**src/sv/cas_pkg.sv**
```systemverilog
// ----------------------------------------------------------------------------
// cas_pkg
// Shared types and constants for the automaton row step block.
// ----------------------------------------------------------------------------
`default_nettype none

package cas_pkg;

  localparam int CellW = 24;

  // operating modes
  localparam logic [1:0] MODE_PLAIN = 2'd0;
  localparam logic [1:0] MODE_SPLIT = 2'd1;
  localparam logic [1:0] MODE_DIR   = 2'd2;

  // register indexes
  localparam logic [2:0] REG_MODE      = 3'd0;
  localparam logic [2:0] REG_ROW_WIDTH = 3'd1;
  localparam logic [2:0] REG_RULE_ZERO = 3'd2;
  localparam logic [2:0] REG_RULE_ONE  = 3'd3;
  localparam logic [2:0] REG_RULE_TWO  = 3'd4;
  localparam logic [2:0] REG_ON_VALUE  = 3'd5;
  localparam logic [2:0] REG_OFF_VALUE = 3'd6;
  localparam logic [2:0] REG_HALF_VAL  = 3'd7;

  // reset values
  localparam logic [12:0] RST_ROW_WIDTH = 13'd64;
  localparam logic [7:0]  RST_RULE      = 8'h5a;
  localparam logic [7:0]  RST_ON        = 8'hff;
  localparam logic [7:0]  RST_OFF       = 8'h00;
  localparam logic [7:0]  RST_HALF      = 8'h45;

  // result slots of a job
  localparam logic [1:0] SLOT_PREV = 2'd0;
  localparam logic [1:0] SLOT_LAST = 2'd1;
  localparam logic [1:0] SLOT_WRAP = 2'd2;

  typedef struct packed {
    logic [7:0] chan_c_in;
    logic [7:0] chan_b_in;
    logic [7:0] chan_a_in;
  } src_item_t;

  typedef struct packed {
    logic [11:0] cell_index;
    logic [7:0]  chan_a_out;
    logic [7:0]  chan_b_out;
    logic [7:0]  chan_c_out;
    logic        write_enable;
    logic        row_done;
  } res_item_t;

  typedef struct packed {
    logic [1:0]  mode;
    logic [12:0] row_width;
    logic [7:0]  rule_zero;
    logic [7:0]  rule_one;
    logic [7:0]  rule_two;
    logic [7:0]  on_value;
    logic [7:0]  off_value;
    logic [7:0]  half_value;
  } cfg_t;

  // one accepted cell with the context needed for its results
  typedef struct packed {
    logic             multi;
    logic [11:0]      idx;
    logic [CellW-1:0] older;
    logic [CellW-1:0] newer;
    logic [CellW-1:0] cur;
    logic [CellW-1:0] first;
    logic [CellW-1:0] second;
  } job_t;

  // neighborhood of one result
  typedef struct packed {
    logic [CellW-1:0] left;
    logic [CellW-1:0] mid;
    logic [CellW-1:0] right;
    logic [11:0]      idx;
    logic             done;
  } window_t;

endpackage

`default_nettype wire

```
**src/sv/cas_regs.sv**
```systemverilog
// ----------------------------------------------------------------------------
// cas_regs
// Configuration register file behind a simple APB-style port.
// ----------------------------------------------------------------------------
`default_nettype none

module cas_regs import cas_pkg::*; (
  input  wire logic        clk,
  input  wire logic        rst,
  input  wire logic        psel,
  input  wire logic        penable,
  input  wire logic        pwrite,
  input  wire logic [2:0]  reg_sel,
  input  wire logic [31:0] pwdata,
  output logic [31:0]      prdata,
  output cfg_t             cfg
);

  logic wr;
  assign wr = psel && penable && pwrite;

  always_ff @(posedge clk) begin
    if (rst) begin
      cfg.mode       <= MODE_PLAIN;
      cfg.row_width  <= RST_ROW_WIDTH;
      cfg.rule_zero  <= RST_RULE;
      cfg.rule_one   <= RST_RULE;
      cfg.rule_two   <= RST_RULE;
      cfg.on_value   <= RST_ON;
      cfg.off_value  <= RST_OFF;
      cfg.half_value <= RST_HALF;
    end else if (wr) begin
      unique case (reg_sel)
        REG_MODE:      cfg.mode       <= pwdata[1:0];
        REG_ROW_WIDTH: cfg.row_width  <= pwdata[12:0];
        REG_RULE_ZERO: cfg.rule_zero  <= pwdata[7:0];
        REG_RULE_ONE:  cfg.rule_one   <= pwdata[7:0];
        REG_RULE_TWO:  cfg.rule_two   <= pwdata[7:0];
        REG_ON_VALUE:  cfg.on_value   <= pwdata[7:0];
        REG_OFF_VALUE: cfg.off_value  <= pwdata[7:0];
        REG_HALF_VAL:  cfg.half_value <= pwdata[7:0];
        default:       ;
      endcase
    end
  end

  always_comb begin
    unique case (reg_sel)
      REG_MODE:      prdata = {30'd0, cfg.mode};
      REG_ROW_WIDTH: prdata = {19'd0, cfg.row_width};
      REG_RULE_ZERO: prdata = {24'd0, cfg.rule_zero};
      REG_RULE_ONE:  prdata = {24'd0, cfg.rule_one};
      REG_RULE_TWO:  prdata = {24'd0, cfg.rule_two};
      REG_ON_VALUE:  prdata = {24'd0, cfg.on_value};
      REG_OFF_VALUE: prdata = {24'd0, cfg.off_value};
      REG_HALF_VAL:  prdata = {24'd0, cfg.half_value};
      default:       prdata = 32'd0;
    endcase
  end

endmodule

`default_nettype wire

```
**src/sv/cas_window.sv**
```systemverilog
// ----------------------------------------------------------------------------
// cas_window
// Row position tracking and neighbor history; forms a job per cell from cell 2 on.
// ----------------------------------------------------------------------------
`default_nettype none

module cas_window import cas_pkg::*; #(
  parameter int MAX_WIDTH = 4096
) (
  input  wire logic             clk,
  input  wire logic             rst,
  input  wire logic [12:0]      row_width,
  input  wire logic             take,
  input  wire logic [CellW-1:0] pixel,
  output logic                  job_load,
  output job_t                  job_next
);

  localparam int CW = (MAX_WIDTH > 2) ? $clog2(MAX_WIDTH) : 1;
  localparam int WN = $clog2(MAX_WIDTH + 1);
  localparam int WW = (WN > 13) ? WN : 13;

  logic [CW-1:0]    counter;
  logic [CellW-1:0] first_cell;
  logic [CellW-1:0] second_cell;
  logic [CellW-1:0] older_cell;
  logic [CellW-1:0] newer_cell;
  logic [WW-1:0]    width_raw;
  logic [WW-1:0]    width_lim;
  logic             at_start;
  logic             at_second;
  logic             row_end;

  always_comb begin
    width_raw = WW'(row_width);
    priority if (width_raw < WW'(3)) begin
      width_lim = WW'(3);
    end else if (width_raw > WW'(MAX_WIDTH)) begin
      width_lim = WW'(MAX_WIDTH);
    end else begin
      width_lim = width_raw;
    end
  end

  assign at_start  = (counter == '0);
  assign at_second = (counter == CW'(1));
  assign row_end   = WW'(counter) >= (width_lim - WW'(1));
  assign job_load  = take && !at_start && !at_second;

  always_comb begin
    job_next.multi  = row_end;
    job_next.idx    = 12'(counter - CW'(1));
    job_next.older  = older_cell;
    job_next.newer  = newer_cell;
    job_next.cur    = pixel;
    job_next.first  = first_cell;
    job_next.second = second_cell;
  end

  always_ff @(posedge clk) begin
    if (rst) begin
      counter     <= '0;
      first_cell  <= '0;
      second_cell <= '0;
      older_cell  <= '0;
      newer_cell  <= '0;
    end else if (take) begin
      priority if (at_start) begin
        first_cell <= pixel;
        newer_cell <= pixel;
        counter    <= CW'(1);
      end else if (at_second) begin
        second_cell <= pixel;
        older_cell  <= newer_cell;
        newer_cell  <= pixel;
        counter     <= CW'(2);
      end else if (row_end) begin
        counter <= '0;
      end else begin
        older_cell <= newer_cell;
        newer_cell <= pixel;
        counter    <= counter + CW'(1);
      end
    end
  end

endmodule

`default_nettype wire

```
**src/sv/cas_eval.sv**
```systemverilog
// ----------------------------------------------------------------------------
// cas_eval
// Applies the automaton rule to one neighborhood and forms a result item.
// ----------------------------------------------------------------------------
`default_nettype none

module cas_eval import cas_pkg::*; (
  input  wire cfg_t    cfg,
  input  wire window_t win,
  output res_item_t    res
);

  function automatic logic rule_bit(logic [7:0] rule, logic l, logic m, logic r);
    return rule[{l, m, r}];
  endfunction

  function automatic logic any_set(logic [CellW-1:0] c, logic [7:0] off);
    return (c[7:0] != off) || (c[15:8] != off) || (c[23:16] != off);
  endfunction

  logic ls, ms, rs;
  logic fill_a, fill_b, fill_c;
  logic fill_dir, fill_plain;

  always_comb begin
    ls = any_set(win.left, cfg.off_value);
    ms = any_set(win.mid, cfg.off_value);
    rs = any_set(win.right, cfg.off_value);
    fill_dir = rule_bit(cfg.rule_zero, ls, ms, rs);
    fill_a = rule_bit(cfg.rule_zero, win.left[7:0] == cfg.on_value,
                      win.mid[7:0] == cfg.on_value, win.right[7:0] == cfg.on_value);
    fill_b = rule_bit(cfg.rule_one, win.left[15:8] == cfg.on_value,
                      win.mid[15:8] == cfg.on_value, win.right[15:8] == cfg.on_value);
    fill_c = rule_bit(cfg.rule_two, win.left[23:16] == cfg.on_value,
                      win.mid[23:16] == cfg.on_value, win.right[23:16] == cfg.on_value);
    // plain mode looks at channel 0 with rule zero, same as split channel 0
    fill_plain = fill_a;

    res.cell_index = win.idx;
    res.row_done   = win.done;
    unique case (cfg.mode)
      MODE_SPLIT: begin
        res.chan_a_out   = fill_a ? cfg.on_value : cfg.off_value;
        res.chan_b_out   = fill_b ? cfg.on_value : cfg.off_value;
        res.chan_c_out   = fill_c ? cfg.on_value : cfg.off_value;
        res.write_enable = 1'b1;
      end
      MODE_DIR: begin
        res.chan_a_out   = !fill_dir ? 8'd0 : (ls ? cfg.on_value : cfg.half_value);
        res.chan_b_out   = !fill_dir ? 8'd0 : (ms ? cfg.on_value : cfg.half_value);
        res.chan_c_out   = !fill_dir ? 8'd0 : (rs ? cfg.on_value : cfg.half_value);
        res.write_enable = fill_dir;
      end
      default: begin
        res.chan_a_out   = fill_plain ? cfg.on_value : 8'd0;
        res.chan_b_out   = fill_plain ? cfg.on_value : 8'd0;
        res.chan_c_out   = fill_plain ? cfg.on_value : 8'd0;
        res.write_enable = fill_plain;
      end
    endcase
  end

endmodule

`default_nettype wire

```
**src/sv/cellular_automaton_row_step.sv**
```systemverilog
// ----------------------------------------------------------------------------
// cellular_automaton_row_step
// Streams one row of pixels through an elementary automaton rule.
// ----------------------------------------------------------------------------
// Cells of a row enter in order, one item per cycle unless src_ready holds
// them back, and the next generation leaves as result items. Cells 0 and 1
// give no result; every later cell gives the result for the cell before it,
// through the job register and then the output register, and the last cell
// of the row gives three results (itself minus one, itself, then cell 0
// flagged with row_done). No item is taken while the result sequencer works
// through the extra results of the row's last cell. The output register lets
// a new item be taken while a finished result waits for res_ready. Row width
// is clamped to 3..MAX_WIDTH; register writes belong between rows.
`default_nettype none

module cellular_automaton_row_step import cas_pkg::*; #(
  parameter int MAX_WIDTH = 4096
) (
  input  wire logic        clk,
  input  wire logic        rst,
  // cell stream in
  input  wire logic        src_valid,
  output logic             src_ready,
  input  wire src_item_t   src_item,
  // result stream out
  output logic             res_valid,
  input  wire logic        res_ready,
  output res_item_t        res_item,
  // configuration
  input  wire logic        psel,
  input  wire logic        penable,
  input  wire logic        pwrite,
  input  wire logic [4:0]  paddr,
  input  wire logic [31:0] pwdata,
  output logic [31:0]      prdata,
  output logic             pready
);

  cfg_t             cfg;
  logic             src_take;
  logic             job_load;
  job_t             job_next;
  job_t             job;
  logic             job_valid;
  logic [1:0]       slot;
  logic             job_last;
  logic             adv;
  window_t          win;
  res_item_t        res_calc;
  logic [CellW-1:0] src_cell;

  assign pready = 1'b1;

  cas_regs u_regs (
    .clk     (clk),
    .rst     (rst),
    .psel    (psel),
    .penable (penable),
    .pwrite  (pwrite),
    .reg_sel (paddr[4:2]),
    .pwdata  (pwdata),
    .prdata  (prdata),
    .cfg     (cfg)
  );

  // channel 0 sits in the low byte of a packed cell
  assign src_cell = {src_item.chan_c_in, src_item.chan_b_in, src_item.chan_a_in};
  assign src_take = src_valid && src_ready;

  cas_window #(.MAX_WIDTH(MAX_WIDTH)) u_window (
    .clk       (clk),
    .rst       (rst),
    .row_width (cfg.row_width),
    .take      (src_take),
    .pixel     (src_cell),
    .job_load  (job_load),
    .job_next  (job_next)
  );

  // job register advances one result per cycle when the output slot frees up
  assign adv      = job_valid && (!res_valid || res_ready);
  assign job_last = !job.multi || (slot == SLOT_WRAP);
  // taking a new cell needs the job register empty or draining its last result
  assign src_ready = !job_valid || (adv && job_last);

  always_ff @(posedge clk) begin
    if (rst) begin
      job_valid <= 1'b0;
      slot      <= SLOT_PREV;
    end else begin
      if (adv) begin
        slot <= job_last ? SLOT_PREV : slot + 2'd1;
      end
      if (job_load) begin
        job_valid <= 1'b1;
      end else if (adv && job_last) begin
        job_valid <= 1'b0;
      end
    end
  end

  always_ff @(posedge clk) begin
    if (job_load) begin
      job <= job_next;
    end
  end

  // pick the neighborhood for the current slot of the job
  always_comb begin
    unique case (slot)
      SLOT_LAST: begin
        win.left  = job.newer;
        win.mid   = job.cur;
        win.right = job.first;
        win.idx   = job.idx + 12'd1;
        win.done  = 1'b0;
      end
      SLOT_WRAP: begin
        win.left  = job.cur;
        win.mid   = job.first;
        win.right = job.second;
        win.idx   = 12'd0;
        win.done  = 1'b1;
      end
      default: begin
        win.left  = job.older;
        win.mid   = job.newer;
        win.right = job.cur;
        win.idx   = job.idx;
        win.done  = 1'b0;
      end
    endcase
  end

  cas_eval u_eval (
    .cfg (cfg),
    .win (win),
    .res (res_calc)
  );

  // output register
  always_ff @(posedge clk) begin
    if (rst) begin
      res_valid <= 1'b0;
    end else if (adv) begin
      res_valid <= 1'b1;
    end else if (res_ready) begin
      res_valid <= 1'b0;
    end
  end

  always_ff @(posedge clk) begin
    if (adv) begin
      res_item <= res_calc;
    end
  end

`ifndef SYNTHESIS
  a_slot_needs_multi: assert property (@(posedge clk) disable iff (rst)
    (slot != SLOT_PREV) |-> (job_valid && job.multi))
    else $error("slot past first result without a row-end job");

  a_slot_range: assert property (@(posedge clk) disable iff (rst)
    slot != 2'd3)
    else $error("result slot out of range");

  a_done_is_cell_zero: assert property (@(posedge clk) disable iff (rst)
    (res_valid && res_item.row_done) |-> (res_item.cell_index == 12'd0))
    else $error("row_done on a cell other than cell 0");

  a_slot_rewinds: assert property (@(posedge clk) disable iff (rst)
    (adv && job_last) |=> (slot == SLOT_PREV))
    else $error("slot did not rewind after the last result of a job");

  a_no_drop: assert property (@(posedge clk) disable iff (rst)
    (job_load) |-> (!job_valid || (adv && job_last)))
    else $error("job overwritten before all its results left");
`endif

endmodule

`default_nettype wire
```
**config.mk**
```make
export PLATFORM = sky130hd
export DESIGN_NAME = cellular_automaton_row_step
export DESIGN_NICKNAME = d
export VERILOG_FILES = /design/src/sv/cas_pkg.sv /design/src/sv/cas_regs.sv /design/src/sv/cas_window.sv /design/src/sv/cas_eval.sv /design/src/sv/cellular_automaton_row_step.sv
export SDC_FILE = /design/constraint.sdc
export NUM_CORES = 1
export LEC_CHECK = 0
export ABC_CLOCK_PERIOD_IN_PS = 16880
export BUFFER_PORTS_ARGS = -buffer_cell sky130_fd_sc_hd__buf_2
export CAP_MARGIN = 20
export CORE_ASPECT_RATIO = 0.75
export CORE_MARGIN = 4
export CORE_UTILIZATION = 58
export DETAILED_ROUTE_END_ITERATION = 8
export PLACE_DENSITY_LB_ADDON = 0.1
export SYNTH_ARGS = -nofsm -noshare
export SYNTH_HDL_FRONTEND = slang
export SYNTH_SLANG_ARGS = --single-unit
```
**constraint.sdc**
```tcl
create_clock -name clk -period 16.88 [get_ports clk]
set_clock_uncertainty 0.2 [all_clocks]
set_input_delay 3.376 -clock clk [delete_from_list [all_inputs] [get_ports clk]]
set_output_delay 3.376 -clock clk [all_outputs]
set_load 0.02 [all_outputs]
```
After elaboration in Yosys (flattened, before gate mapping)
Cells that the tools add are included.
{ "totals": {"out_inout_bits": 73, "reg_bits": 346, "input_bits": 68, "elab_cells": 147} }
{ "classes": {"n_addsub": 5, "n_bitwise": 1, "reduce_logical": 37, "eq_ne": 32, "muxes": 36, "magnitude_cmp": 7} }
{ "ops": {"columns": ["operator", "count"], "rows": [
  ["$pmux 32 s8", 1],
  ["$pmux 85 s2", 1],
  ["$mux 24", 5],
  ["$mux 8", 10],
  ["$eq 8x8->1", 9],
  ["$ne 8x8->1", 9],
  ["$pmux 25 s2", 1],
  ["$mux 12", 3],
  ["$mux 13", 2],
  ["$add 12x1->12 const B", 2],
  ["$reduce_and 2->1", 10],
  ["$lt 3x4->1 const B", 4],
  ["$ge 12x13->1", 1],
  ["$gt 13x13->1 const B", 1],
  ["$lt 13x2->1 const B", 1],
  ["$sub 13x1->13 const B", 1],
  ["$bmux 1 s3", 4],
  ["$eq 12x1->1 const B", 1],
  ["$eq 3x3->1 const B", 4],
  ["$logic_not 12->1", 1],
  ["$sub 12x1->12 const B", 1],
  ["$logic_or 1x1->1", 9],
  ["$mux 1", 8],
  ["$logic_and 1x1->1", 7],
  ["other kinds (13)", 22]
]} }

Depth between registers and ports, before layout
Gate-level depths: netlist of the first run.
{ "depth": {"depth_word": 9, "ltp_mapped": 22, "ltp_nobuf": 20} }

By module
A second synthesis of the first run with hierarchy kept.
{ "unflattened": {"hier_cells": 1893, "area_unflattened_um2": 18537.8} }
{ "modules_own_cells": {"columns": ["module", "n_inst", "area_per_inst_um2", "cells_per_inst"], "rows": [
  ["cellular_automaton_row_step", 1, 7016.7, 502],
  ["cas_window", 1, 5318.9, 614],
  ["cas_regs", 1, 3190.6, 337],
  ["cas_eval", 1, 3011.6, 440]
]} }

Worst setup path before layout of the first run
Ideal clock, no wire load.
{ "synth_timing": {"path_kind": "in2reg", "startpoint": "in res_ready", "endpoint": "reg u_window.counter[5]", "arrival_ps": 8498, "required_ps": 16610, "n_path_buf": 0, "cell_stages": 10, "setup_slack_ps": 8111, "cell_sequence": "nor2b_1 o21ai_0 nand2_1 clkinv_1 nand3_1 inv_1 o31ai_1 o21ai_0 nand2_1 a21oi_1"} }
{ "synth_via": {"elab_chain_cells": 5} }
{ "synth_lines": {"columns": ["element", "line_no", "text"], "rows": [
  ["from (decl)", "cellular_automaton_row_step.sv:27", "input wire logic res_ready,"],
  ["$logic_or 1x1->1", "cellular_automaton_row_step.sv:81", "assign adv = job_valid && (!res_valid || res_ready);"],
  ["$logic_and 1x1->1", "cellular_automaton_row_step.sv:81", null],
  ["$logic_and 1x1->1", "cellular_automaton_row_step.sv:84", "assign src_ready = !job_valid || (adv && job_last);"],
  ["$logic_or 1x1->1", "cellular_automaton_row_step.sv:84", null],
  ["named net src_ready", "cellular_automaton_row_step.sv:23", "output logic src_ready,"],
  ["$logic_and 1x1->1", "cellular_automaton_row_step.sv:68", "assign src_take = src_valid && src_ready;"],
  ["to (signal assigned)", "cas_window.sv:82", "counter <= counter + CW'(1);"],
  ["to (decl)", "cas_window.sv:23", "logic [CW-1:0] counter;"]
]} }
The timed path passes the listed nets, and every way through them passes these cells.
A chain may end at the register's enable or synchronous reset.

Worst setup path after layout of the first run
{ "layout_timing": {"startpoint": "in paddr[3]", "endpoint": "out prdata[1]"} }
{ "layout_via": {"elab_chain_cells": 2, "word_cells_on_any_way": 9} }
{ "layout_lines": {"columns": ["element", "line_no", "text"], "rows": [
  ["from (decl)", "cellular_automaton_row_step.sv:33", "input wire logic [4:0] paddr,"],
  ["$eq 3x3->1, or another cell as far along", "cas_regs.sv:48", "unique case (reg_sel)"],
  ["$pmux 32 s8 (*)", "cas_regs.sv:48", null],
  ["to (decl)", "cellular_automaton_row_step.sv:35", "output logic [31:0] prdata,"]
]} }
Every way passes the cells marked *; elsewhere a longest branch is shown, timed or not. The select of a mux whose other input is x is not followed.

==> out/summary.txt, run 1 <==
#FFs+latches synth: 346
Critical Path AT: 5.25 ns
PostCTS Resize Cnt: 0
Clk pwr share: 42.6%
R2R Path Start: slot[0]$_SDFFE_PP0P_
Least-Margin Pin Slew: 1.09 ns
Core Box Area: 30400 um2
Worst Hold End: job[107]$_DFFE_PP_
DR vias: 14.9k
Warnings from Yosys: 0
Crit path required time: 13.30 ns
Syn_area_per_cell: 9.79 um2
DR vias/cell: 6.45
Critical hold path startpoint: u_window.older_cell[11]$_SDFFE_PP0P_
Cells after Synth: 1846
CP Max Fanout: 30
Area Growth Syn to Fin: 10.0%
Post-synth ARST share: 0%
GRT overflow: 0
Post-synth top area share: 28.4%
Worst setup SP type: input pin
Status: complete, no violations
Cell Pwr Density: 98.2 nW/um2
Period utilisation layout: 52.3%
Vias in the first global route: 13.4k
Die area: 34100 um2
Synth area leaders: edfxtp_1 28%, dfxtp_1 19%, mux2i_1 6.1%
Top Ports: 141
Post-synth EDFFs: 171
H-Tree Depth: 2
Routed Antenna Nets: 0
Gp weighted congestion: 1.03
First DRT Iteration DRCs: 2246
Slowest-stage cell, CP: buf_2
Crit path kind: input pin to output port
Worst Setup End Kind: output port
Rows: 55
Post-synth cell types: 76
Fmax achieved: 113 MHz
Maximum Capacitance Violations: 0
Detailed-route wire length per cell: 23.2 um
Min Clock Period, post-route: 8.83 ns
Setup TNS Final: 0 ns
Die Y: 161 um
CTS Buf Count: 36
R2R setup slack: 11.09 ns
Design area: 19900 um2
Root Driver: clkbuf_16
Port Buf Inserts: 99
Area leader, netlist: edfxtp_1
Static leakage: 7.21 nW
Main synth FF type: dfxtp_1
CTS tree: done
# DRC: 0
Max IR drop VDD: 79.2 uV
Total GRT Usage: 30.6%
Antenna Cells: 0
Top cell by count, worst path: buf_2
Starting Density: 59.4%
WHS Path Cells: 0
Final Max Tran Viols: 0
Fraction of layout cells with a size suffix above 1: 11.7%
Largest net degree at the start of global routing: 100
Crit path max-delay family: compound AO/OA/AOI/OAI gates
Seq/Total Area, Yosys: 47.8%
Final design utilization: 65.4%
RSZ-0062 raised after global routing: false
NetSw: 0.482 mW
Die X: 212 um
Placement Cell Area: 18700 um2
Switching share of power: 24.7%
Layout Nets: 1977
FF-to-FF path depth: 13
Clock Sinks: 346
CP cell instances: buf_2 -> nor2b_1 -> nand2_1 -> o211ai_1 -> o21ai_0 -> a32oi_1 -> nor2_1 -> a31oi_1 -> buf_2
Post-CTS setup buffer count: 0
Setup violators final: 0
Final Routed Wirelength: 53600 um
Clock transition at path regs: 0.06 ns
Worst Hold Class: flop to flop
Netlist Area Pre-Place: 18100 um2
Int Power: 1.47 mW
Length of the first detailed-routing pass in iterations: 6
Initial antenna violation count: 2
Hpwl dp: 36900 um
Logic pwr share: 9.2%
WP buf/inv: 2
Sequential share of power: 48.2%
CP max stage delay: 0.44 ns
Hold_buf cts: 0
CTS Buffer Depth: 3
Max-slew headroom: 27.6%
Worst reg2reg endpoint: res_item[14]$_DFFE_PP_
First-pass GRT wire length: 81200 um
Hold Vio Cnt, Final: 0
Worst skew pair latency: 0.55 ns
==> Yosys cell counts (9+ instances only) <==
library cell and count:
nand2_1 205, dfxtp_1 175, edfxtp_1 171, nor2_1 145
a21oi_1 125, mux2i_1 111, o21ai_0 85, clkbuf_1 69
xnor2_1 66, inv_1 50, nor2b_1 45, a22oi_1 40
nand3_1 39, nor3_1 35, a221o_1 34, a221oi_1 34
buf_4 32, nand2b_1 25, a211o_1 23, and3_1 22
buf_2 22, ha_1 22, and2_1 19, nand4_1 18
or3_1 18, nor4_1 17, xor2_1 14, nand3b_1 13
a22o_1 12, buf_6 10, mux2_2 10, o221ai_1 10
buf_1 9, o21a_1 9
==> power by group through the flow <==
| stage | Combinational, mW | Clock (mW) | Sequential, mW |
|---|---|---|---|
| detailed placement | 0.176 | 0 | 0.958 |
| global placement | 0.172 | 0 | 0.957 |
| CTS | 0.177 | 0.840 | 0.940 |
| finish | 0.180 | 0.831 | 0.941 |
| global route | 0.194 | 0.877 | 0.944 |
| floorplan | 0.120 | 0 | 0.955 |
==> layout by cell type, fill, tap and decap left out, types with 13 or more instances in the layout <==
| cell type | instances |
|---|---|
| a211o_1 | 23 |
| a21oi_1 | 124 |
| a221o_1 | 34 |
| a221oi_1 | 34 |
| a22oi_1 | 40 |
| and2_1 | 19 |
| and3_1 | 22 |
| buf_2 | 99 |
| buf_4 | 28 |
| clkbuf_16 | 37 |
| conb_1 | 20 |
| dfxtp_1 | 175 |
| edfxtp_1 | 171 |
| ha_1 | 20 |
| inv_1 | 49 |
| mux2i_1 | 111 |
| nand2_1 | 205 |
| nand2b_1 | 25 |
| nand3_1 | 37 |
| nand3b_1 | 13 |
| nand4_1 | 18 |
| nor2_1 | 145 |
| nor2b_1 | 45 |
| nor3_1 | 35 |
| nor4_1 | 17 |
| o21ai_0 | 85 |
| or3_1 | 18 |
| xnor2_1 | 66 |
| xor2_1 | 14 |
==> worst register-to-register path: stages, from the launching register on <==
cell      delay [ns]
dfxtp_1         0.43
inv_1           0.12
ha_4            0.75
buf_4           0.77
a221oi_1        0.21
o21ai_0         0.23
nand3_1         0.12
or4b_1          0.51
or4_4           0.60
nor2_4          0.29
and3_1          0.32
o32ai_4         0.17
a211o_4         0.41
a221o_1         0.38
==> kinds of logic (layout without fill, tap and decap cells) <==
| kind of cell | after synthesis | count (layout) | share of synthesized area [%] |
|---|---|---|---|
| flops | 346 | 346 | 47.8 |
| simple gates | 621 | 621 | 16.6 |
| other cells | 2 | 20 | 0.0415 |
| fa+ha+maj | 22 | 22 | 1.52 |
| mux | 127 | 127 | 7.52 |
| xor+xnor | 80 | 80 | 3.88 |
| compound gates | 449 | 449 | 17.3 |
| buf+inv | 199 | 249 | 5.36 |
==> state kept, by name, indices dropped and copies added (netlist names), 12 cells and up <==
| register | flops |
|---|---|
| job | 133 |
| u_regs.cfg | 63 |
| res_item | 38 |
| u_window.first_cell | 24 |
| u_window.newer_cell | 24 |
| u_window.older_cell | 24 |
| u_window.second_cell | 24 |
| u_window.counter | 12 |
==> layer usage <==
metal / up-vias / track usage (%) / part of all wire (%)
li1: 6826 / - / -
met1: 7144 / 48.7 / 45
met2: 839 / 42.1 / 41
met3: 97 / 6.80 / 12
met4: 2 / 7.05 / 2.1
met5: - / 0 / 0.022
==> layout make-up <==
type / instances / area, um2
Tap cell: 399 / 499
Sequential cell: 346 / 8640
Clock inverter: 17 / 231
Inverter: 57 / 216
Timing Repair Buffer: 127 / 706
Multi-Input combinational cell: 1319 / 8600
Clock buffer: 48 / 997
Fill cell: 2438 / 10500
==> how the worst max path moves through the flow <==
stage | start | to | slack, ns | cells after the start
finish | paddr[3] | prdata[1] | 8.05 | 9
global placement | paddr[3] | prdata[1] | 8.13 | 9
CTS | paddr[3] | prdata[1] | 8.10 | 9
global route | paddr[3] | prdata[1] | 7.90 | 9
detailed placement | paddr[3] | prdata[1] | 8.10 | 9
floorplan | res_ready | u_window.counter[5]$_SDFFE_PP0P_ | 8.11 | 10
==> stage by stage <==
| step | total power [mW] | worst slack [ns] | hold slack (ns) | std cells |
|---|---|---|---|---|
| 6_report | 1.95 | 8.05 | 0.223 | 2313 |
| 5_1_grt | 2.01 | 7.90 | 0.239 | 2313 |
| 4_1_cts | 1.96 | 8.10 | 0.225 | 2312 |
| 3_5_place_dp | 1.13 | 8.10 | 0.214 | 2247 |
| 2_1_floorplan | 1.08 | 8.11 | 0.208 | 1864 |
| 3_3_place_gp | 1.13 | 8.13 | 0.211 | 2247 |
(Power assumes the default switching activity.)
==> inputs of run 2 (changes only) <==
--- a/config.mk
+++ b/config.mk
@@ -5,7 +5,7 @@
 export SDC_FILE = /design/constraint.sdc
 export NUM_CORES = 1
 export LEC_CHECK = 0
-export ABC_CLOCK_PERIOD_IN_PS = 16880
+export ABC_CLOCK_PERIOD_IN_PS = 8400
 export BUFFER_PORTS_ARGS = -buffer_cell sky130_fd_sc_hd__buf_2
 export CAP_MARGIN = 20
 export CORE_ASPECT_RATIO = 0.75
==> constraint.sdc (replaced) <==
create_clock -name clk -period 8.4 [get_ports clk]
set_clock_uncertainty 0.2 [all_clocks]
set_input_delay 1.68 -clock clk [delete_from_list [all_inputs] [get_ports clk]]
set_output_delay 1.68 -clock clk [all_outputs]
set_load 0.02 [all_outputs]
==> out/summary.txt, run 2 (same netlist as run 1, synthesis figures left out) <==
Status: complete, no violations
Starting Density: 59.4%
Rows: 55
Die X: 212 um
Final Max Tran Viols: 0
Fraction of layout cells with a size suffix above 1: 11.4%
CTS tree: done
CP max stage delay: 0.63 ns
Crit path required time: 8.48 ns
Critical Path AT: 5.66 ns
Core Box Area: 30400 um2
Max-slew headroom: 28.0%
Area Growth Syn to Fin: 9.32%
CP cell instances: inv_1 -> ha_4 -> buf_4 -> a221oi_1 -> o21ai_0 -> nand3_1 -> or4b_1 -> or4_4 -> nor2_4 -> and3_1 -> o32ai_4 -> a211o_4 -> a221o_1
Top Ports: 141
Layout Nets: 1975
Port Buf Inserts: 99
DR vias: 14.9k
Crit path kind: flop to flop
Slowest-stage cell, CP: buf_4
Setup violators final: 0
Maximum Capacitance Violations: 0
Total GRT Usage: 30.8%
Post-CTS setup buffer count: 0
CP Max Fanout: 83
Commonest non-fill, non-tap cell in the layout: nand2_1
Largest net degree at the start of global routing: 99
Hold Vio Cnt, Final: 0
Worst setup SP type: flop
First-pass GRT wire length: 81600 um
Placement Cell Area: 18600 um2
Max IR drop VDD: 195 uV
Clock Sinks: 346
DR vias/cell: 6.44
Length of the first detailed-routing pass in iterations: 6
Min Clock Period, post-route: 5.58 ns
Hpwl dp: 37400 um
Antenna Cells: 0
PostCTS Resize Cnt: 0
Vias in the first global route: 13.4k
Hold_buf cts: 0
Crit path max-delay family: simple AND/OR/NAND/NOR gates
First DRT Iteration DRCs: 2065
Worst Setup End Kind: flop
Routed Antenna Nets: 0
Final design utilization: 65.0%
Root Driver: clkbuf_16
Final Power: 3.77 mW
# DRC: 0
Number of flip-flops under the largest register name: 133
Largest regs: job (133), u_regs.cfg (63), res_item (38)
Initial antenna violation count: 1
Design area: 19800 um2
Largest Register: job
Gp weighted congestion: 1.03
CTS Buf Count: 35
Setup TNS Final: 0 ns
Period utilisation layout: 66.5%
Worst skew pair latency: 0.53 ns
CTS Buffer Depth: 3
Fmax achieved: 179 MHz
Detailed-route wire length per cell: 23.3 um
Commonest non-fill, non-tap cells in the layout: 205 x nand2_1, 175 x dfxtp_1, 171 x edfxtp_1
Die area: 34100 um2
Static leakage: 7.13 nW
Least-Margin Pin Slew: 1.08 ns
GRT overflow: 0
Hold slack: 0.227 ns
Die Y: 161 um
H-Tree Depth: 2
Cell Pwr Density: 191 nW/um2
WP buf/inv: 2
Final Routed Wirelength: 53800 um
RSZ-0062 raised after global routing: false
Clock transition at path regs: 0.06 ns
Worst Hold Class: flop to flop
run 2: cell count changes in the layout (fill, tap and decap cells not counted), moves of 2 or more:
| cell | change |
|---|---|
| clkinvlp_4 | +2 |
| clkbuf_1 | +2 |
| clkinv_2 | -4 |
| bufinv_16 | -4 |
run 2: cell type report:
cell class,count,area [um2]
fillers,2472,10700
well taps,399,499
clock buffers,49,980
repair buffers,126,698
inverters,57,216
multi-input cells,1319,8600
clock inverters,13,131
flip-flops and latches,346,8640
run 2: metal layers:
metal  wire length, um  vias up  part of all wire (%)  global-route usage, %
met3              5920       94                    11                   6.15
met2             22300      781                    41                   43.2
met5                 0        -                     0                      0
met4               904        0                   1.7                   5.91
li1                  -     6804                     -                      -
met1             24700     7200                    46                   49.4
run 2: worst paths after layout:
check / depth (start not counted) / startpoint / to / slack, ns
worst max-delay path: 13 / slot[0]$_SDFFE_PP0P_ / res_item[16]$_DFFE_PP_ / 2.82
worst min-delay path: 0 / u_window.first_cell[17]$_SDFFE_PP0P_ / job[41]$_DFFE_PP_ / 0.23
worst max register to register: 13 / slot[0]$_SDFFE_PP0P_ / res_item[16]$_DFFE_PP_ / 2.82
worst min register to register: 0 / u_window.first_cell[17]$_SDFFE_PP0P_ / job[41]$_DFFE_PP_ / 0.23
run 2: stage by stage:
stage | setup WS (ns) | cells
3_5_place_dp | 2.97 | 2246
3_3_place_gp | 3.04 | 2246
4_1_cts | 2.99 | 2308
2_1_floorplan | 1.33 | 1864
6_report | 2.82 | 2309
5_1_grt | 2.62 | 2309
run 2: report_power, final:
group / total (mW) / internal, mW / switching [mW]
Sequential: 1.89 / 1.84 / 0.0489
Clock: 1.52 / 0.857 / 0.664
Combinational: 0.360 / 0.115 / 0.245
Total: 3.77 / 2.82 / 0.958
==> inputs of run 3 (changes only) <==
--- a/config.mk
+++ b/config.mk
@@ -5,12 +5,12 @@
 export SDC_FILE = /design/constraint.sdc
 export NUM_CORES = 1
 export LEC_CHECK = 0
-export ABC_CLOCK_PERIOD_IN_PS = 8400
+export ABC_CLOCK_PERIOD_IN_PS = 4700
 export BUFFER_PORTS_ARGS = -buffer_cell sky130_fd_sc_hd__buf_2
 export CAP_MARGIN = 20
 export CORE_ASPECT_RATIO = 0.75
 export CORE_MARGIN = 4
-export CORE_UTILIZATION = 58
+export CORE_UTILIZATION = 55
 export DETAILED_ROUTE_END_ITERATION = 8
 export PLACE_DENSITY_LB_ADDON = 0.1
 export SYNTH_ARGS = -nofsm -noshare
==> constraint.sdc (replaced) <==
create_clock -name clk -period 4.7 [get_ports clk]
set_clock_uncertainty 0.2 [all_clocks]
set_input_delay 0.94 -clock clk [delete_from_list [all_inputs] [get_ports clk]]
set_output_delay 0.94 -clock clk [all_outputs]
set_load 0.02 [all_outputs]
==> out/summary.txt, run 3 (same netlist as run 1, synthesis figures left out) <==
Status: complete, no violations
Length of the first detailed-routing pass in iterations: 7
Setup violators final: 0
GRT overflow: 0
Placement Cell Area: 19400 um2
First-pass GRT wire length: 84300 um
R2R setup slack: 0.12 ns
Crit path max-delay family: compound AO/OA/AOI/OAI gates
Die X: 217 um
Routed Antenna Nets: 0
Design area: 20700 um2
Area Growth Syn to Fin: 14.7%
Gp weighted congestion: 0.983
Cell Pwr Density: 331 nW/um2
Largest net degree at the start of global routing: 81
Critical Path AT: 4.65 ns
Maximum Capacitance Violations: 0
First DRT Iteration DRCs: 1900
Max IR drop VDD: 399 uV
Rows: 57
Antenna Cells: 0
CTS Buf Count: 35
Worst Setup End Kind: flop
Post-place setup slack: -0.0230 ns
Largest regs: job (133), u_regs.cfg (63), res_item (38)
DR vias/cell: 6.18
Worst Hold Class: flop to flop
Clock transition at path regs: 0.06 ns
Die Y: 165 um
Layout Nets: 2053
Crit path kind: flop to flop
Final Max Tran Viols: 0
Final Routed Wirelength: 57300 um
Initial antenna violation count: 1
Slowest-stage cell, CP: ha_4
Crit path required time: 4.77 ns
# DRC: 0
Commonest non-fill, non-tap cells in the layout: 202 x nand2_1, 172 x dfxtp_1, 171 x edfxtp_1
Number of flip-flops under the largest register name: 133
Worst setup SP type: flop
Clock Sinks: 346
Top cell by count, worst path: o21ai_0
Worst skew pair latency: 0.54 ns
Vias in the first global route: 13.7k
Port Buf Inserts: 99
Commonest non-fill, non-tap cell in the layout: nand2_1
Starting Density: 55.8%
Die area: 35900 um2
CP max stage delay: 0.49 ns
CTS tree: done
Min Clock Period, post-route: 4.58 ns
Detailed-route wire length per cell: 23.6 um
DR vias: 15.0k
Hold Vio Cnt, Final: 0
Least-Margin Pin Slew: 1.04 ns
Largest Register: job
CP cell instances: inv_1 -> ha_4 -> inv_2 -> o21ai_0 -> mux2i_1 -> nand4_1 -> or3_1 -> o21ai_0 -> a32o_2 -> o32ai_4 -> a211o_4 -> a221o_1
Static leakage: 7.61 nW
CTS Buffer Depth: 3
Period utilisation layout: 97.4%
Max-slew headroom: 30.5%
CP Max Fanout: 21
Root Driver: clkbuf_16
Final setup margin: 0.123 ns
Hold_buf cts: 0
Hpwl dp: 41000 um
Fraction of layout cells with a size suffix above 1: 16.4%
Fmax achieved: 218 MHz
Top Ports: 141
Total GRT Usage: 31.0%
WP buf/inv: 2
H-Tree Depth: 2
Core Box Area: 32400 um2
run 3: cell types whose count changed in the layout (fill, tap and decap cells not counted), moves of 8 or more:
| cell | previous run | this run |
|---|---|---|
| buf_12 | 0 | 8 |
| o21ai_1 | 3 | 15 |
| buf_4 | 27 | 92 |
| o21ai_0 | 85 | 71 |
run 3: path summary, 6_finish.rpt:
check,from,endpoint,cells after the start
setup / recovery,slot[0]$_SDFFE_PP0P_,res_item[12]$_DFFE_PP_,12
hold / removal,u_window.second_cell[22]$_SDFFE_PP0P_,job[22]$_DFFE_PP_,0
setup reg to reg,slot[0]$_SDFFE_PP0P_,res_item[12]$_DFFE_PP_,12
hold reg to reg,u_window.second_cell[22]$_SDFFE_PP0P_,job[22]$_DFFE_PP_,0
run 3: routing by layer:
layer	part of all wire, %	global-route usage [%]	wire, um
met5	0	0	0
met4	2.3	6.70	1320
met3	10	6.51	5710
met2	41	44.7	23600
met1	47	48.1	26700
run 3: layout make-up:
class / count / area (um2)
Inverter: 57 / 223
Tap cell: 442 / 553
Clock buffer: 48 / 1020
Clock inverter: 16 / 139
Multi-Input combinational cell: 1319 / 8720
Sequential cell: 346 / 8640
Fill cell: 2716 / 11600
Timing Repair Buffer: 204 / 1450
run 3: timing repair:
| item | CTS | global route |
|---|---|---|
| hold endpoints to repair | 0 | 0 |
| resized for setup | 3 | 20 |
| setup endpoints to repair | 21 | 78 |
| gates cloned | 1 | 1 |
| pin swaps | 1 | 4 |
| setup buffers | 0 | 6 |
run 3: metrics by stage:
| step | util [%] | std cells | hold WS, ns | power (mW) | setup TNS, ns |
|---|---|---|---|---|---|
| detailed placement | 59.8 | 2360 | 0.213 | 4.11 | -0.0442 |
| floorplan | - | 1864 | 0.208 | 3.86 | -2.42 |
| global placement | 59.8 | 2359 | 0.211 | 4.10 | 0 |
| global route | 64.1 | 2432 | 0.230 | 7.10 | -0.0314 |
| CTS | 63.4 | 2425 | 0.228 | 6.87 | 0 |
| finish | 64.1 | 2432 | 0.228 | 6.86 | 0 |
run 3: worst reg2reg max path, delay by kind of cell, from the launching register on:
kind	cells	cell delay, ns
compound gates	6	1.85
buf+inv	2	0.22
simple gates	2	0.76
flops	1	0.38
mux	1	0.41
fa+ha+maj	1	0.49
run 3: power breakdown:
| part | internal [mW] | switching (mW) |
|---|---|---|
| registers | 3.29 | 0.0905 |
| logic | 0.246 | 0.456 |
| clock network | 1.59 | 1.19 |
